<file path="config.mk">
export PLATFORM = sky130hd
export DESIGN_NAME = segment_ones_complement_checksum_core_flat
export DESIGN_NICKNAME = d
export VERILOG_FILES = /design/src/rtl/socc_pkg.sv /design/src/rtl/socc_in_if.sv /design/src/rtl/socc_out_if.sv /design/src/rtl/socc_accum.sv /design/src/rtl/socc_verdict.sv /design/src/rtl/segment_ones_complement_checksum_core.sv /design/src/flat_wrapper.sv
export SDC_FILE = /design/constraint.sdc
export NUM_CORES = 1
export LEC_CHECK = 0
export BUFFER_PORTS_ARGS = -buffer_cell sky130_fd_sc_hd__clkbuf_2
export CAP_MARGIN = 20
export CORE_MARGIN = 2
export CORE_UTILIZATION = 48
export CTS_CLUSTER_DIAMETER = 60
export DETAILED_ROUTE_END_ITERATION = 10
export PLACE_DENSITY = 0.74
export SYNTH_ARGS = -nofsm -noshare
export SYNTH_HDL_FRONTEND = slang
export SYNTH_SLANG_ARGS = --single-unit
</file>
<file path="constraint.sdc">
create_clock -name clk -period 6.9 [get_ports clk]
set_clock_uncertainty 0.2 [all_clocks]
set_input_delay 0.69 -clock clk [delete_from_list [all_inputs] [get_ports clk]]
set_output_delay 0.69 -clock clk [all_outputs]
set_load 0.05 [all_outputs]
</file>
<file path="src/rtl/socc_pkg.sv">
package socc_pkg;

  // Segment layout.
  localparam int unsigned HEADER_BYTES       = 32;
  localparam int unsigned PAYLOAD_LEN_OFFSET = 28;
  localparam int unsigned MAX_SEGMENT_BYTES  = 1478;

  localparam logic [15:0] WORD_MASK   = 16'hFFFF;
  localparam logic [15:0] COUNT_SAT   = 16'hFFFF;
  localparam logic [15:0] LEN_POS_HI  = 16'(PAYLOAD_LEN_OFFSET);
  localparam logic [15:0] LEN_POS_LO  = 16'(PAYLOAD_LEN_OFFSET + 1);
  localparam logic [15:0] CSUM_POS    = 16'(HEADER_BYTES - 2);
  localparam logic [16:0] HDR_LEN     = 17'(HEADER_BYTES);
  localparam logic [15:0] MAX_SEG_LEN = 16'(MAX_SEGMENT_BYTES);

  typedef enum logic [1:0] {
    ST_OK  = 2'd0,
    ST_LEN = 2'd1,
    ST_MAX = 2'd2,
    ST_ODD = 2'd3
  } status_t;

  // Segment totals as they stand once the current byte is taken in.
  typedef struct packed {
    logic [15:0] sum;
    logic [15:0] size;
    logic [15:0] decl_len;
  } seg_total_t;

endpackage

</file>
<file path="src/rtl/socc_in_if.sv">
interface socc_in_if;
  logic       valid;
  logic       ready;
  logic [7:0] data_byte;
  logic       is_last;

  modport source (output valid, output data_byte, output is_last, input ready);
  modport sink (input valid, input data_byte, input is_last, output ready);
endinterface

</file>
<file path="src/rtl/socc_out_if.sv">
interface socc_out_if;
  logic        valid;
  logic        ready;
  logic [15:0] checksum_value;
  logic [1:0]  status;

  modport source (output valid, output checksum_value, output status, input ready);
  modport sink (input valid, input checksum_value, input status, output ready);
endinterface

</file>
<file path="src/rtl/socc_accum.sv">
module socc_accum (
  input  logic                   clk,
  input  logic                   rst_n,
  input  logic                   go,
  input  logic [7:0]             data_byte,
  input  logic                   is_last,
  output socc_pkg::seg_total_t   tot
);
  import socc_pkg::*;

  logic [15:0] sum_r, sum_nxt;
  logic [15:0] count_r, count_nxt;
  logic [7:0]  hold_r, hold_nxt;
  logic [15:0] decl_r, decl_nxt;
  logic        pos_live;
  logic [15:0] word;
  logic [16:0] sum_wide;
  logic [15:0] sum_fold;

  assign pos_live = (count_r != COUNT_SAT);
  assign word     = {hold_r, data_byte};
  assign sum_wide = {1'b0, sum_r} + {1'b0, word};
  // End-around carry.
  assign sum_fold = sum_wide[15:0] + {15'd0, sum_wide[16]};

  always_comb begin
    sum_nxt   = sum_r;
    count_nxt = count_r;
    hold_nxt  = hold_r;
    decl_nxt  = decl_r;
    if (pos_live) begin
      if (count_r == LEN_POS_HI) begin
        decl_nxt[15:8] = data_byte;
      end
      if (count_r == LEN_POS_LO) begin
        decl_nxt[7:0] = data_byte;
      end
      if (!count_r[0]) begin
        hold_nxt = data_byte;
      end else if ({count_r[15:1], 1'b0} != CSUM_POS) begin
        sum_nxt = sum_fold;
      end
      count_nxt = count_r + 16'd1;
    end
  end

  assign tot.sum      = sum_nxt;
  assign tot.size     = count_nxt;
  assign tot.decl_len = decl_nxt;

  always_ff @(posedge clk) begin
    if (!rst_n) begin
      sum_r   <= '0;
      count_r <= '0;
      hold_r  <= '0;
      decl_r  <= '0;
    end else if (go) begin
      if (is_last) begin
        sum_r   <= '0;
        count_r <= '0;
        hold_r  <= '0;
        decl_r  <= '0;
      end else begin
        sum_r   <= sum_nxt;
        count_r <= count_nxt;
        hold_r  <= hold_nxt;
        decl_r  <= decl_nxt;
      end
    end
  end

  a_clear_after_last: assert property (@(posedge clk) disable iff (!rst_n)
    go && is_last |=> count_r == 16'd0 && sum_r == 16'd0 && decl_r == 16'd0)
    else $error("segment state not cleared after last byte");

  a_count_saturates: assert property (@(posedge clk) disable iff (!rst_n)
    go && !is_last && count_r == COUNT_SAT |=> count_r == COUNT_SAT)
    else $error("byte counter wrapped");

endmodule

</file>
<file path="src/rtl/socc_verdict.sv">
module socc_verdict (
  input  socc_pkg::seg_total_t tot,
  output logic [15:0]          csum,
  output socc_pkg::status_t    status
);
  import socc_pkg::*;

  logic [16:0] need_len;

  assign need_len = HDR_LEN + {1'b0, tot.decl_len};

  always_comb begin
    if (need_len > {1'b0, tot.size}) begin
      status = ST_LEN;
    end else if (tot.size > MAX_SEG_LEN) begin
      status = ST_MAX;
    end else if (tot.size[0]) begin
      status = ST_ODD;
    end else begin
      status = ST_OK;
    end
  end

  assign csum = (status == ST_OK) ? (tot.sum ^ WORD_MASK) : 16'd0;

endmodule

</file>
<file path="src/rtl/segment_ones_complement_checksum_core.sv">
// A last byte waits for a free result slot; its result is held there until taken.
// Throughput: one byte per cycle unless a last byte waits on a busy result slot;
// the input register feeds the byte accumulator and the final status logic in a
// single pass into the result register.
// Reset: synchronous, active low; clears the running sum, byte count, length
// field and both valid flags. A stalled result stalls only a following last byte.
module segment_ones_complement_checksum_core (
  input  logic         clk,
  input  logic         rst_n,
  socc_in_if.sink      in_ch,
  socc_out_if.source   out_ch
);
  import socc_pkg::*;

  // Input register stage.
  logic       s1_v_r;
  logic [7:0] s1_byte_r;
  logic       s1_last_r;
  logic       s1_go;

  // Result register stage.
  logic        out_v_r;
  logic [15:0] out_csum_r;
  status_t     out_status_r;

  seg_total_t  tot;
  logic [15:0] csum;
  status_t     status;
  logic        out_free;

  // The result slot frees up when empty or when its transaction completes.
  assign out_free = !out_v_r || out_ch.ready;

  // A non-last byte never needs the result slot; a last byte waits for it.
  assign s1_go = s1_v_r && (!s1_last_r || out_free);

  // Take a new transaction whenever the input register empties this cycle.
  assign in_ch.ready = !s1_v_r || s1_go;

  always_ff @(posedge clk) begin
    if (!rst_n) begin
      s1_v_r <= 1'b0;
    end else if (in_ch.ready) begin
      s1_v_r <= in_ch.valid;
    end
  end

  // Payload: hold while stalled, load on every free slot.
  always_ff @(posedge clk) begin
    if (in_ch.ready) begin
      s1_byte_r <= in_ch.data_byte;
      s1_last_r <= in_ch.is_last;
    end
  end

  socc_accum u_accum (
    .clk       (clk),
    .rst_n     (rst_n),
    .go        (s1_go),
    .data_byte (s1_byte_r),
    .is_last   (s1_last_r),
    .tot       (tot)
  );

  socc_verdict u_verdict (
    .tot    (tot),
    .csum   (csum),
    .status (status)
  );

  always_ff @(posedge clk) begin
    if (!rst_n) begin
      out_v_r <= 1'b0;
    end else if (s1_go && s1_last_r) begin
      out_v_r <= 1'b1;
    end else if (out_ch.ready) begin
      out_v_r <= 1'b0;
    end
  end

  always_ff @(posedge clk) begin
    if (s1_go && s1_last_r) begin
      out_csum_r   <= csum;
      out_status_r <= status;
    end
  end

  assign out_ch.valid          = out_v_r;
  assign out_ch.checksum_value = out_csum_r;
  assign out_ch.status         = out_status_r;

  a_bad_status_zero_csum: assert property (@(posedge clk) disable iff (!rst_n)
    out_ch.valid |-> (out_ch.status == ST_OK) || (out_ch.checksum_value == 16'd0))
    else $error("checksum nonzero with error status");

  a_last_makes_result: assert property (@(posedge clk) disable iff (!rst_n)
    s1_go && s1_last_r |=> out_v_r)
    else $error("last byte produced no result");

  a_stall_cause: assert property (@(posedge clk) disable iff (!rst_n)
    !in_ch.ready |-> s1_v_r && s1_last_r && out_v_r && !out_ch.ready)
    else $error("input stalled without a blocked result");

endmodule
</file>
<file path="src/flat_wrapper.sv">
// flat-port wrapper written by rule: the top's interface ports become plain ports
module segment_ones_complement_checksum_core_flat import socc_pkg::*;
  (clk, rst_n, in_ch_valid, in_ch_data_byte, in_ch_is_last, in_ch_ready, out_ch_valid, out_ch_checksum_value, out_ch_status, out_ch_ready);
  socc_in_if in_ch_i ();
  socc_out_if out_ch_i ();
  input  logic clk;
  input  logic rst_n;
  input wire logic [$bits(in_ch_i.valid)-1:0] in_ch_valid;
  input wire logic [$bits(in_ch_i.data_byte)-1:0] in_ch_data_byte;
  input wire logic [$bits(in_ch_i.is_last)-1:0] in_ch_is_last;
  output wire logic [$bits(in_ch_i.ready)-1:0] in_ch_ready;
  output wire logic [$bits(out_ch_i.valid)-1:0] out_ch_valid;
  output wire logic [$bits(out_ch_i.checksum_value)-1:0] out_ch_checksum_value;
  output wire logic [$bits(out_ch_i.status)-1:0] out_ch_status;
  input wire logic [$bits(out_ch_i.ready)-1:0] out_ch_ready;
  assign in_ch_i.valid = in_ch_valid;
  assign in_ch_i.data_byte = in_ch_data_byte;
  assign in_ch_i.is_last = in_ch_is_last;
  assign in_ch_ready = in_ch_i.ready;
  assign out_ch_valid = out_ch_i.valid;
  assign out_ch_checksum_value = out_ch_i.checksum_value;
  assign out_ch_status = out_ch_i.status;
  assign out_ch_i.ready = out_ch_ready;
  segment_ones_complement_checksum_core u_core (.clk(clk), .rst_n(rst_n), .in_ch(in_ch_i), .out_ch(out_ch_i));
endmodule
</file>
==> out/metrics.csv, run 1 <==
metric;value;unit
crit-path max FO;16;
status;finished clean;
fmax;183.9;MHz
Critical Setup Path Class;reg -> reg;
Routed WL per cell;17.05;um
Least-Margin Pin Slew;1.027;ns
clock share of power;0.421;
adder-cell area share of the yosys netlist;0.08377;
Yosys cell types;73;
vias;5155;
DRC viols;0;
Syn Std Cell Area;5914;um^2
average cell area after synthesis;8.672;um^2
n_diodes;0;
hold_sp;in_ch_data_byte[2];
NetSw;276.4;uW
placer congestion estimate;0.9748;
Row Count;40;
leakage;2.408;nW
Peak VDD IR;0.1777;mV
total power;1.073;mW
clk sinks;85;
clk slew on worst S/H paths;0.06;ns
total length of routed wires;14490;um
final worst-path cycle share;0.7879;
Crit path required time;6.86;ns
Die Wd;115.0;um
Sw Ratio;0.2576;
Setup-failing EPs final;0;
RSZ-0062 raised after global routing;no;
CTS tree;built;
yosys warns;0;
IO Port Bufs;32;
post-synthesis sequential area ratio;0.3334;
GRT overflow;0;
Root Buffer;clkbuf_16;
first-pass GRT wire length;23680;um
R2R Path End;u_core.out_ch.checksum_value[1];
R2R Path Start;u_core.u_accum.count_r[5];
IO Count;33;
area leader, netlist;dfxtp_1;
hold-critical path depth;1;
Worst Reg-to-Reg Cells;17;
vias per cell;6.065;
ys flop type;dfxtp_1;
Commonest cells post-synth;dfxtp_1, nor2_1, nand2_1;
post-synth top area share;0.1963;
Synth area leaders;dfxtp_1, edfxtp_1, ha_1;
Area growth, synth to finish;8.652;%
post-synthesis simple-gate area fraction;0.2450;
R2R setup slack;1.46;ns
Final Hold Viols;0;
Hold WC Path Type;in -> reg;
top-count cell post-synth;dfxtp_1;
Initial Util;0.4924;
gate count of the mapped netlist;682;
largest family of logic cells by synthesized area;simple AND/OR/NAND/NOR gates;
P_int;796.4;uW
Post-DP HPWL;10860;um
post-synthesis mux area share;0.02898;
vias in the first global route;4708;
synthesized flop and latch total;85;
xor and xnor area share after synthesis;0.05627;
Reg power frac;0.498;
Clock Tree Buf Depth;2;
TNS Setup;0;ns
Die Span Y;115.0;um
Max Cap Violations;0;
CP startpoint kind;flip-flop;
Skew-Pair Late Insertion Delay;0.35;ns
worst hold path endpoint;u_core.s1_byte_r[2];
Pre-antenna DRT Iters;6;
Slew Viols, Final;0;
H-tree Lvls;3;
Die Footprint;13230;um^2
Slew Limit Headroom;0.3104;
logic gate share of total power;0.081;
Power Density;166.9;nW/um^2
compound-gate portion of the synthesized area;0.2116;
Detail Route Antenna Nets;0;
number of synthesized flops with an enable pin;27;
Async SR Flop Fraction;0;
Post-CTS Hold Fix Bufs;0;
CTS Buf Count;9;
largest net degree at the start of global routing;60;
Resize count post-CTS;0;
Post CTS Setup Buffer Count;0;
share of post-route cells with drive strength above 1;0.1166;
Core Box Area;12010;um^2
Worst EP arrival;5.40;ns
minimum clock period;5.437;ns
Crit. End Element;flip-flop;
total track usage;0.2262;
first-iteration detailed-routing DRC count;424;
nets;750;
syn_nets;734;
antenna violations before repair;0;
[state kept, by name (all words and copies together) (netlist names)]
register                      cells
u_core.out_ch.checksum_value     16
u_core.out_ch.status              2
u_core.out_ch.valid               1
u_core.s1_byte_r                  8
u_core.s1_last_r                  1
u_core.s1_v_r                     1
u_core.u_accum.count_r           16
u_core.u_accum.decl_r            16
u_core.u_accum.hold_r             8
u_core.u_accum.sum_r             16
[per-layer routing]
metal  routed length (um)  part of all wire  GRT usage
met3                 1175             0.081    0.04428
met1                 6783              0.47     0.3262
met2                 6340              0.44     0.3475
met4                  194             0.013    0.06104
met5                    0                 0          0
[placed cells by master (no fill, tap or decap), types with 7 or more instances in the layout]
master / instances
inv_1: 27
nand3_1: 25
clkbuf_16: 9
edfxtp_1: 27
clkbuf_2: 32
dfxtp_1: 58
a22oi_1: 30
nand2_1: 50
o21ai_0: 36
mux2i_1: 9
a21oi_1: 27
nor4_1: 8
a211oi_1: 7
ha_1: 38
xor2_1: 18
and3_1: 12
o21a_1: 8
and2_1: 25
xnor2_1: 20
nor2b_1: 38
nor3_1: 18
o31ai_1: 7
nor2_1: 53
[cells by family after synthesis]
family	count (synthesis)
simple gates	270
compound gates	176
flops	85
buf+inv	58
fa+ha+maj	39
xor+xnor	38
mux	16
[power groups by stage]
stage	combinational (mW)	sequential [mW]	clock (mW)
detailed placement	0.0847	0.545	0
finish	0.0870	0.534	0.451
floorplan	0.0566	0.548	0
CTS	0.0851	0.534	0.459
global placement	0.0829	0.545	0
global route	0.0955	0.535	0.479
[cell type report]
cell class                      count  area, um^2
Fill cell                        1086        5585
Multi-Input combinational cell    539        3700
Sequential cell                    85        1972
Clock buffer                        9       225.2
Timing Repair Buffer               36       197.7
Tap cell                          147       183.9
Inverter                           27       101.3
Clock inverter                      7       46.29
[worst max path at each step]
stage                                    startpoint                               end  cells past startpoint
final                     u_core.u_accum.count_r[5]   u_core.out_ch.checksum_value[1]                     17
after global routing      u_core.u_accum.count_r[6]   u_core.out_ch.checksum_value[1]                     17
after CTS                 u_core.u_accum.count_r[6]   u_core.out_ch.checksum_value[1]                     17
after detailed placement  u_core.u_accum.count_r[6]   u_core.out_ch.checksum_value[1]                     17
after global placement    u_core.u_accum.count_r[5]   u_core.out_ch.checksum_value[1]                     17
after floorplan           u_core.u_accum.count_r[5]  u_core.out_ch.checksum_value[10]                     22
[through the flow]
| stage | cell area [um^2] | hold slack [ns] | worst slack [ns] | cells | util |
|---|---|---|---|---|---|
| after CTS | 6411 | 0.3073 | 1.546 | 849 | 0.5338 |
| after global routing | 6426 | 0.3070 | 1.138 | 850 | 0.5350 |
| after floorplan | 5914 | 0.2659 | 2.477 | 682 | - |
| after global placement | 6140 | 0.2921 | 1.946 | 833 | 0.5111 |
| after detailed placement | 6140 | 0.3175 | 1.583 | 833 | 0.5111 |
| final | 6426 | 0.3159 | 1.463 | 850 | 0.5350 |
[worst max-delay path, cell delays in order (launching register included)]
cell and delay (ns):
dfxtp_1 0.41, nor4_1 0.42, and4_1 0.41, nand3_1 0.14
a222oi_1 0.58, nand4bb_1 0.38, o21a_1 0.28, nor3_1 0.20
a21oi_1 0.07, ha_1 0.30, nand2_1 0.08, nor2_1 0.15
nand3_1 0.12, nor4_1 0.33, nor2_1 0.06, o21ai_0 0.10
or3b_1 0.67, a211oi_1 0.35
No activity file was read; power rests on OpenSTA's default activity.
==> inputs of run 2 (changes only) <==
- clock period: 6.9 -> 5.43 ns (I/O delays scaled with it)
==> run 2 against run 1 <==
Against the previous run: utilization grew 0.083 points; first-iteration DRC count up 9.0%; cell area grew 0.16%; non-clock buffer count increased by 1; sequential cell count unchanged; via count grew 0.68%; register-to-register slack got worse by 1.1 ns; die area unchanged; maximum frequency is 8.1% higher; worst hold slack worse by 0.15 ns; largest cell class unchanged; largest power group unchanged.
==> out/metrics.csv, run 2 (synthesis gave the netlist of run 1 again) <==
metric;value;unit;change
CTS Buf Count;9;;unchanged
Final Hold Viols;0;;unchanged
Die Footprint;13230;um^2;unchanged
IO Count;33;;unchanged
crit path buf inv count;1;;+1
Row Count;40;;unchanged
crit-path max FO;16;;unchanged
nets;751;;+0.13%
IO Port Bufs;32;;unchanged
clk sinks;85;;unchanged
first-pass GRT wire length;23670;um;about the same
CTS tree;built;;
Critical Setup Path Class;reg -> reg;;
max incr delay on CP;0.53;ns;-0.14 ns
Worst Reg-to-Reg Cells;18;;+1
Fill cells;1092;;+0.55%
Core Box Area;12010;um^2;unchanged
total track usage;0.2260;;about the same
Crit path max-delay family;simple AND/OR/NAND/NOR gates;;
Detail Route Antenna Nets;0;;unchanged
DRC viols;0;;unchanged
placer congestion estimate;0.9749;;about the same
share of post-route cells with drive strength above 1;0.1193;;+0.002675
vias;5190;;+0.68%
Pre-antenna DRT Iters;5;;-1
Post-DP HPWL;10860;um;about the same
Final Util;0.5358;;+0.0008330
Crit path required time;5.40;ns;-1.46 ns
Die Span Y;115.0;um;unchanged
Least-Margin Pin Slew;1.039;ns;+0.01234 ns
Initial Util;0.4924;;unchanged
Power Density;212.4;nW/um^2;+27%
largest net degree at the start of global routing;60;;unchanged
leakage;2.415;nW;+0.31%
Setup-failing EPs final;0;;unchanged
R2R setup slack;0.40;ns;-1.06 ns
Skew-Pair Late Insertion Delay;0.36;ns;about the same
total power;1.367;mW;+27%
Routed WL per cell;17.12;um;+0.39%
total length of routed wires;14570;um;+0.50%
critical path depth in cells;18;;+1
clk slew on worst S/H paths;0.06;ns;about the same
H-tree Lvls;3;;unchanged
Hold WC Path Type;in -> reg;;
end of the critical path;u_core.out_ch.checksum_value[1];;
Peak VDD IR;0.2152;mV;+21%
CP max stage cell;or3b_4;;
Root Buffer;clkbuf_16;;
Worst EP arrival;4.99;ns;-0.41 ns
TNS Setup;0;ns;unchanged
Crit. End Element;flip-flop;;
minimum clock period;5.029;ns;-0.4080 ns
CP startpoint;u_core.u_accum.count_r[5];;
Slew Limit Headroom;0.3021;;-0.008294
Slew Viols, Final;0;;unchanged
antenna violations before repair;0;;unchanged
RSZ-0062 raised after global routing;no;;
commonest non-fill, non-tap cell in the layout;dfxtp_1;;
Die Wd;115.0;um;unchanged
GRT overflow;0;;unchanged
CP startpoint kind;flip-flop;;
vias per cell;6.099;;+0.56%
Area growth, synth to finish;8.822;%;
fmax;198.9;MHz;+8.1%
vias in the first global route;4763;;+1.2%
status;finished clean;;
Max Cap Violations;0;;unchanged
R2R Path End;u_core.out_ch.checksum_value[1];;
Clock Tree Buf Depth;2;;unchanged
first-iteration detailed-routing DRC count;462;;+9.0%
final worst-path cycle share;0.9261;;+0.1382
commonest non-fill, non-tap cells in the layout;dfxtp_1, nor2_1, nand2_1;;
R2R Path Start;u_core.u_accum.count_r[5];;
CP Cell Sequence;nor4_1 > and4_1 > nand3_1 > a222oi_1 > buf_4 > nand4bb_1 > o21a_1 > nor3_1 > a21oi_1 > ha_1 > nand2_1 > nor2_1 > nand3_1 > nor4_1 > nor2_1 > o21ai_0 > or3b_4 > a211oi_1;;
n_diodes;0;;unchanged
run 2: cell types whose count changed in the layout (fill, tap and decap cells not counted):
cell    delta
or3b_1     -1
or3b_4     +1
buf_4      +1
run 2: area by class of cell:
cell class / instances / area, um^2 / share of cell area
clock buffer: 9 / 225.2 / 0.03499
clock inverter: 7 / 46.29 / 0.007193
inverter: 27 / 101.3 / 0.01575
multi-input combinational: 539 / 3702 / 0.5752
sequential: 85 / 1972 / 0.3064
tap: 147 / 183.9 / 0.02858
timing repair buffer: 37 / 205.2 / 0.03188
run 2: power by group:
part	leakage, nW	switching, mW	internal, mW
clock	0.135	0.266	0.311
combinational	1.55	0.0744	0.0365
sequential	0.730	0.0146	0.664
run 2: worst min path at each step:
stage,cells after the start,endpoint,startpoint
floorplan,2,u_core.u_accum.sum_r[13],u_core.u_accum.sum_r[13]
global placement,2,u_core.u_accum.sum_r[15],u_core.u_accum.sum_r[15]
detailed placement,2,u_core.u_accum.sum_r[13],u_core.u_accum.sum_r[13]
CTS,1,u_core.s1_byte_r[7],in_ch_data_byte[7]
global route,1,u_core.s1_byte_r[1],in_ch_data_byte[1]
finish,1,u_core.s1_byte_r[7],in_ch_data_byte[7]
run 2: through the flow:
stage	hold WS, ns	std cells	worst slack (ns)	instance area (um^2)
final	0.1660	851	0.4012	6436
after global routing	0.1666	851	0.02712	6436
after CTS	0.1583	849	0.1066	6411
after detailed placement	0.3175	833	0.1446	6140
after global placement	0.2921	833	0.4755	6140
after floorplan	0.2659	682	1.007	5914
run 2: metal layers:
metal,track usage,wire (um),vias up
met1,0.3235,6790,2388
met4,0.06426,231,0
met5,0,0,-
met3,0.04955,1177,18
li1,-,-,2539
met2,0.3443,6368,245
run 2: repair_timing:
action | in CTS | in global routing
hold buffers | 0 | 0
endpoints found under the setup margin | 0 | 16
buffers inserted | 0 | 1
resized for setup | 0 | 2
==> inputs of run 3 (changes only) <==
- CORE_ASPECT_RATIO: not set -> 0.6
==> run 3 against run 2 <==
Against the previous run: clock power rose by 28%; cell area rose by 2.3%; routed wire length up 14%; final cell count is 2.8% higher; first-iteration DRC count grew 57%; sequential share of layout area shrank 0.68 points; maximum frequency decreased by 1.0%; critical endpoint is now u_core.out_ch.checksum_value[0]; largest power group is now the clock network.
==> out/metrics.csv, run 3 (synthesis gave the netlist of run 1 again) <==
metric;value;unit;change
CP max stage cell;or3b_4;;
Routed WL per cell;18.93;um;+11%
total track usage;0.2542;;+0.02821
vias;5464;;+5.3%
final worst-path cycle share;0.9358;;+0.009669
Slew Limit Headroom;0.2939;;-0.008129
vias per cell;6.245;;+2.4%
Critical Setup Path Class;reg -> reg;;
CP startpoint kind;flip-flop;;
GRT overflow;0;;unchanged
final cell count without fillers;875;;+2.8%
Slew Viols, Final;0;;unchanged
Post-DP HPWL;12380;um;+14%
Core Box Area;12020;um^2;+0.10%
clk sinks;85;;unchanged
Fill cells;1093;;+0.092%
TNS Setup;0;ns;unchanged
nets;757;;+0.80%
Crit path required time;5.40;ns;about the same
crit-path max FO;16;;unchanged
Power Density;233.7;nW/um^2;+10%
leakage;2.469;nW;+2.2%
clk slew on worst S/H paths;0.07;ns;about the same
Pre-antenna DRT Iters;5;;unchanged
RSZ-0062 raised after global routing;no;;
Detail Route Antenna Nets;0;;unchanged
first-pass GRT wire length;26600;um;+12%
CTS tree;built;;
antenna violations before repair;0;;unchanged
Row Count;31;;-23%
n_diodes;0;;unchanged
CP Cell Sequence;nor4b_1 > and4_2 > nand2_2 > mux2i_2 > inv_1 > ha_1 > and4b_1 > nand2_1 > xor2_1 > mux2i_1 > ha_1 > nand2_1 > nor2_1 > nand3_1 > nor4_1 > nor2_1 > o21ai_0 > or3b_4 > a211oi_1;;
fmax;196.8;MHz;-1.0%
Clock Tree Buf Depth;2;;unchanged
Setup-failing EPs final;0;;unchanged
largest net degree at the start of global routing;60;;unchanged
Hold WC Path Type;in -> reg;;
IO Port Bufs;32;;unchanged
Root Buffer;clkbuf_16;;
CTS Buf Count;9;;unchanged
crit path buf inv count;1;;unchanged
Least-Margin Pin Slew;1.059;ns;+0.02019 ns
commonest non-fill, non-tap cell in the layout;dfxtp_1;;
Max Cap Violations;0;;unchanged
vias in the first global route;5048;;+6.0%
Area growth, synth to finish;11.28;%;
crit path setup slack, layout;0.3487;ns;-0.05250 ns
minimum clock period;5.081;ns;+0.05250 ns
first-iteration detailed-routing DRC count;727;;+57%
DRC viols;0;;unchanged
Multi-input gate area;3707;um^2;+0.14%
IO Count;33;;unchanged
DP Cell Count;858;;+3.0%
final hold slack;0.1663;ns;+0.0002980 ns
placer congestion estimate;0.9351;;-4.1%
Die Wd;147.3;um;+28%
max incr delay on CP;0.53;ns;about the same
Worst EP arrival;5.05;ns;+0.06 ns
Crit. End Element;flip-flop;;
Crit path max-delay family;simple AND/OR/NAND/NOR gates;;
Skew-Pair Late Insertion Delay;0.35;ns;about the same
Die Footprint;13250;um^2;+0.21%
Post-CTS Hold Fix Bufs;0;;unchanged
total length of routed wires;16560;um;+14%
commonest non-fill, non-tap cells in the layout;dfxtp_1, nor2_1, nand2_1;;
Initial Util;0.4919;;-0.0005124
area occupied by registers;1972;um^2;unchanged
Placement Setup Slack;0.1421;ns;-0.002486 ns
Peak VDD IR;0.1642;mV;-24%
Die Span Y;89.98;um;-22%
Final Hold Viols;0;;unchanged
H-tree Lvls;3;;unchanged
share of post-route cells with drive strength above 1;0.1310;;+0.01167
status;finished clean;;
## run 3: cell types whose count changed in the layout (fill, tap and decap cells not counted), sizes merged
cell	change
buf	+6
clkinv	-2
inv	-1
bufinv	+3
## run 3: per-stage QoR
stage	utilization	power [mW]	area, um^2
2_1_floorplan	-	0.7681	5914
3_3_place_gp	0.5162	0.8065	6207
3_5_place_dp	0.5169	0.8105	6215
4_1_cts	0.5461	1.538	6566
5_1_grt	0.5473	1.580	6581
6_report	0.5473	1.538	6581
## run 3: layer usage
metal  routed length [um]  vias up  track usage
met1                 7997     2565       0.3982
met4                  240        0      0.06651
met5                    0        -            0
met3                 1898       32      0.06447
li1                     -     2554            -
met2                 6425      313       0.3403
## run 3: power by group
part           switching [mW]  total [mW]  internal, mW
combinational          0.0840       0.123        0.0391
sequential             0.0138       0.678         0.664
clock                   0.281       0.737         0.456
total                   0.379        1.54          1.16
## run 3: final timing paths
path	from	cells after the start	end	slack [ns]
max	u_core.u_accum.count_r[4]	19	u_core.out_ch.checksum_value[0]	0.35
min	in_ch_data_byte[4]	1	u_core.s1_byte_r[4]	0.17
min reg2reg	u_core.u_accum.sum_r[13]	2	u_core.u_accum.sum_r[13]	0.32
max reg2reg	u_core.u_accum.count_r[4]	19	u_core.out_ch.checksum_value[0]	0.35
## run 3: final cells by class
| class | instances | share of cell area |
|---|---|---|
| Multi-Input combinational cell | 539 | 0.5633 |
| Sequential cell | 85 | 0.2996 |
| Inverter | 27 | 0.01540 |
| Clock inverter | 7 | 0.01920 |
| Tap cell | 165 | 0.03137 |
| Timing Repair Buffer | 43 | 0.03688 |
| Clock buffer | 9 | 0.03422 |
## run 3: timing repair
item | in CTS | in global routing
endpoints found under the setup margin | 0 | 16
gates resized for setup | 0 | 4
buffers inserted | 0 | 1
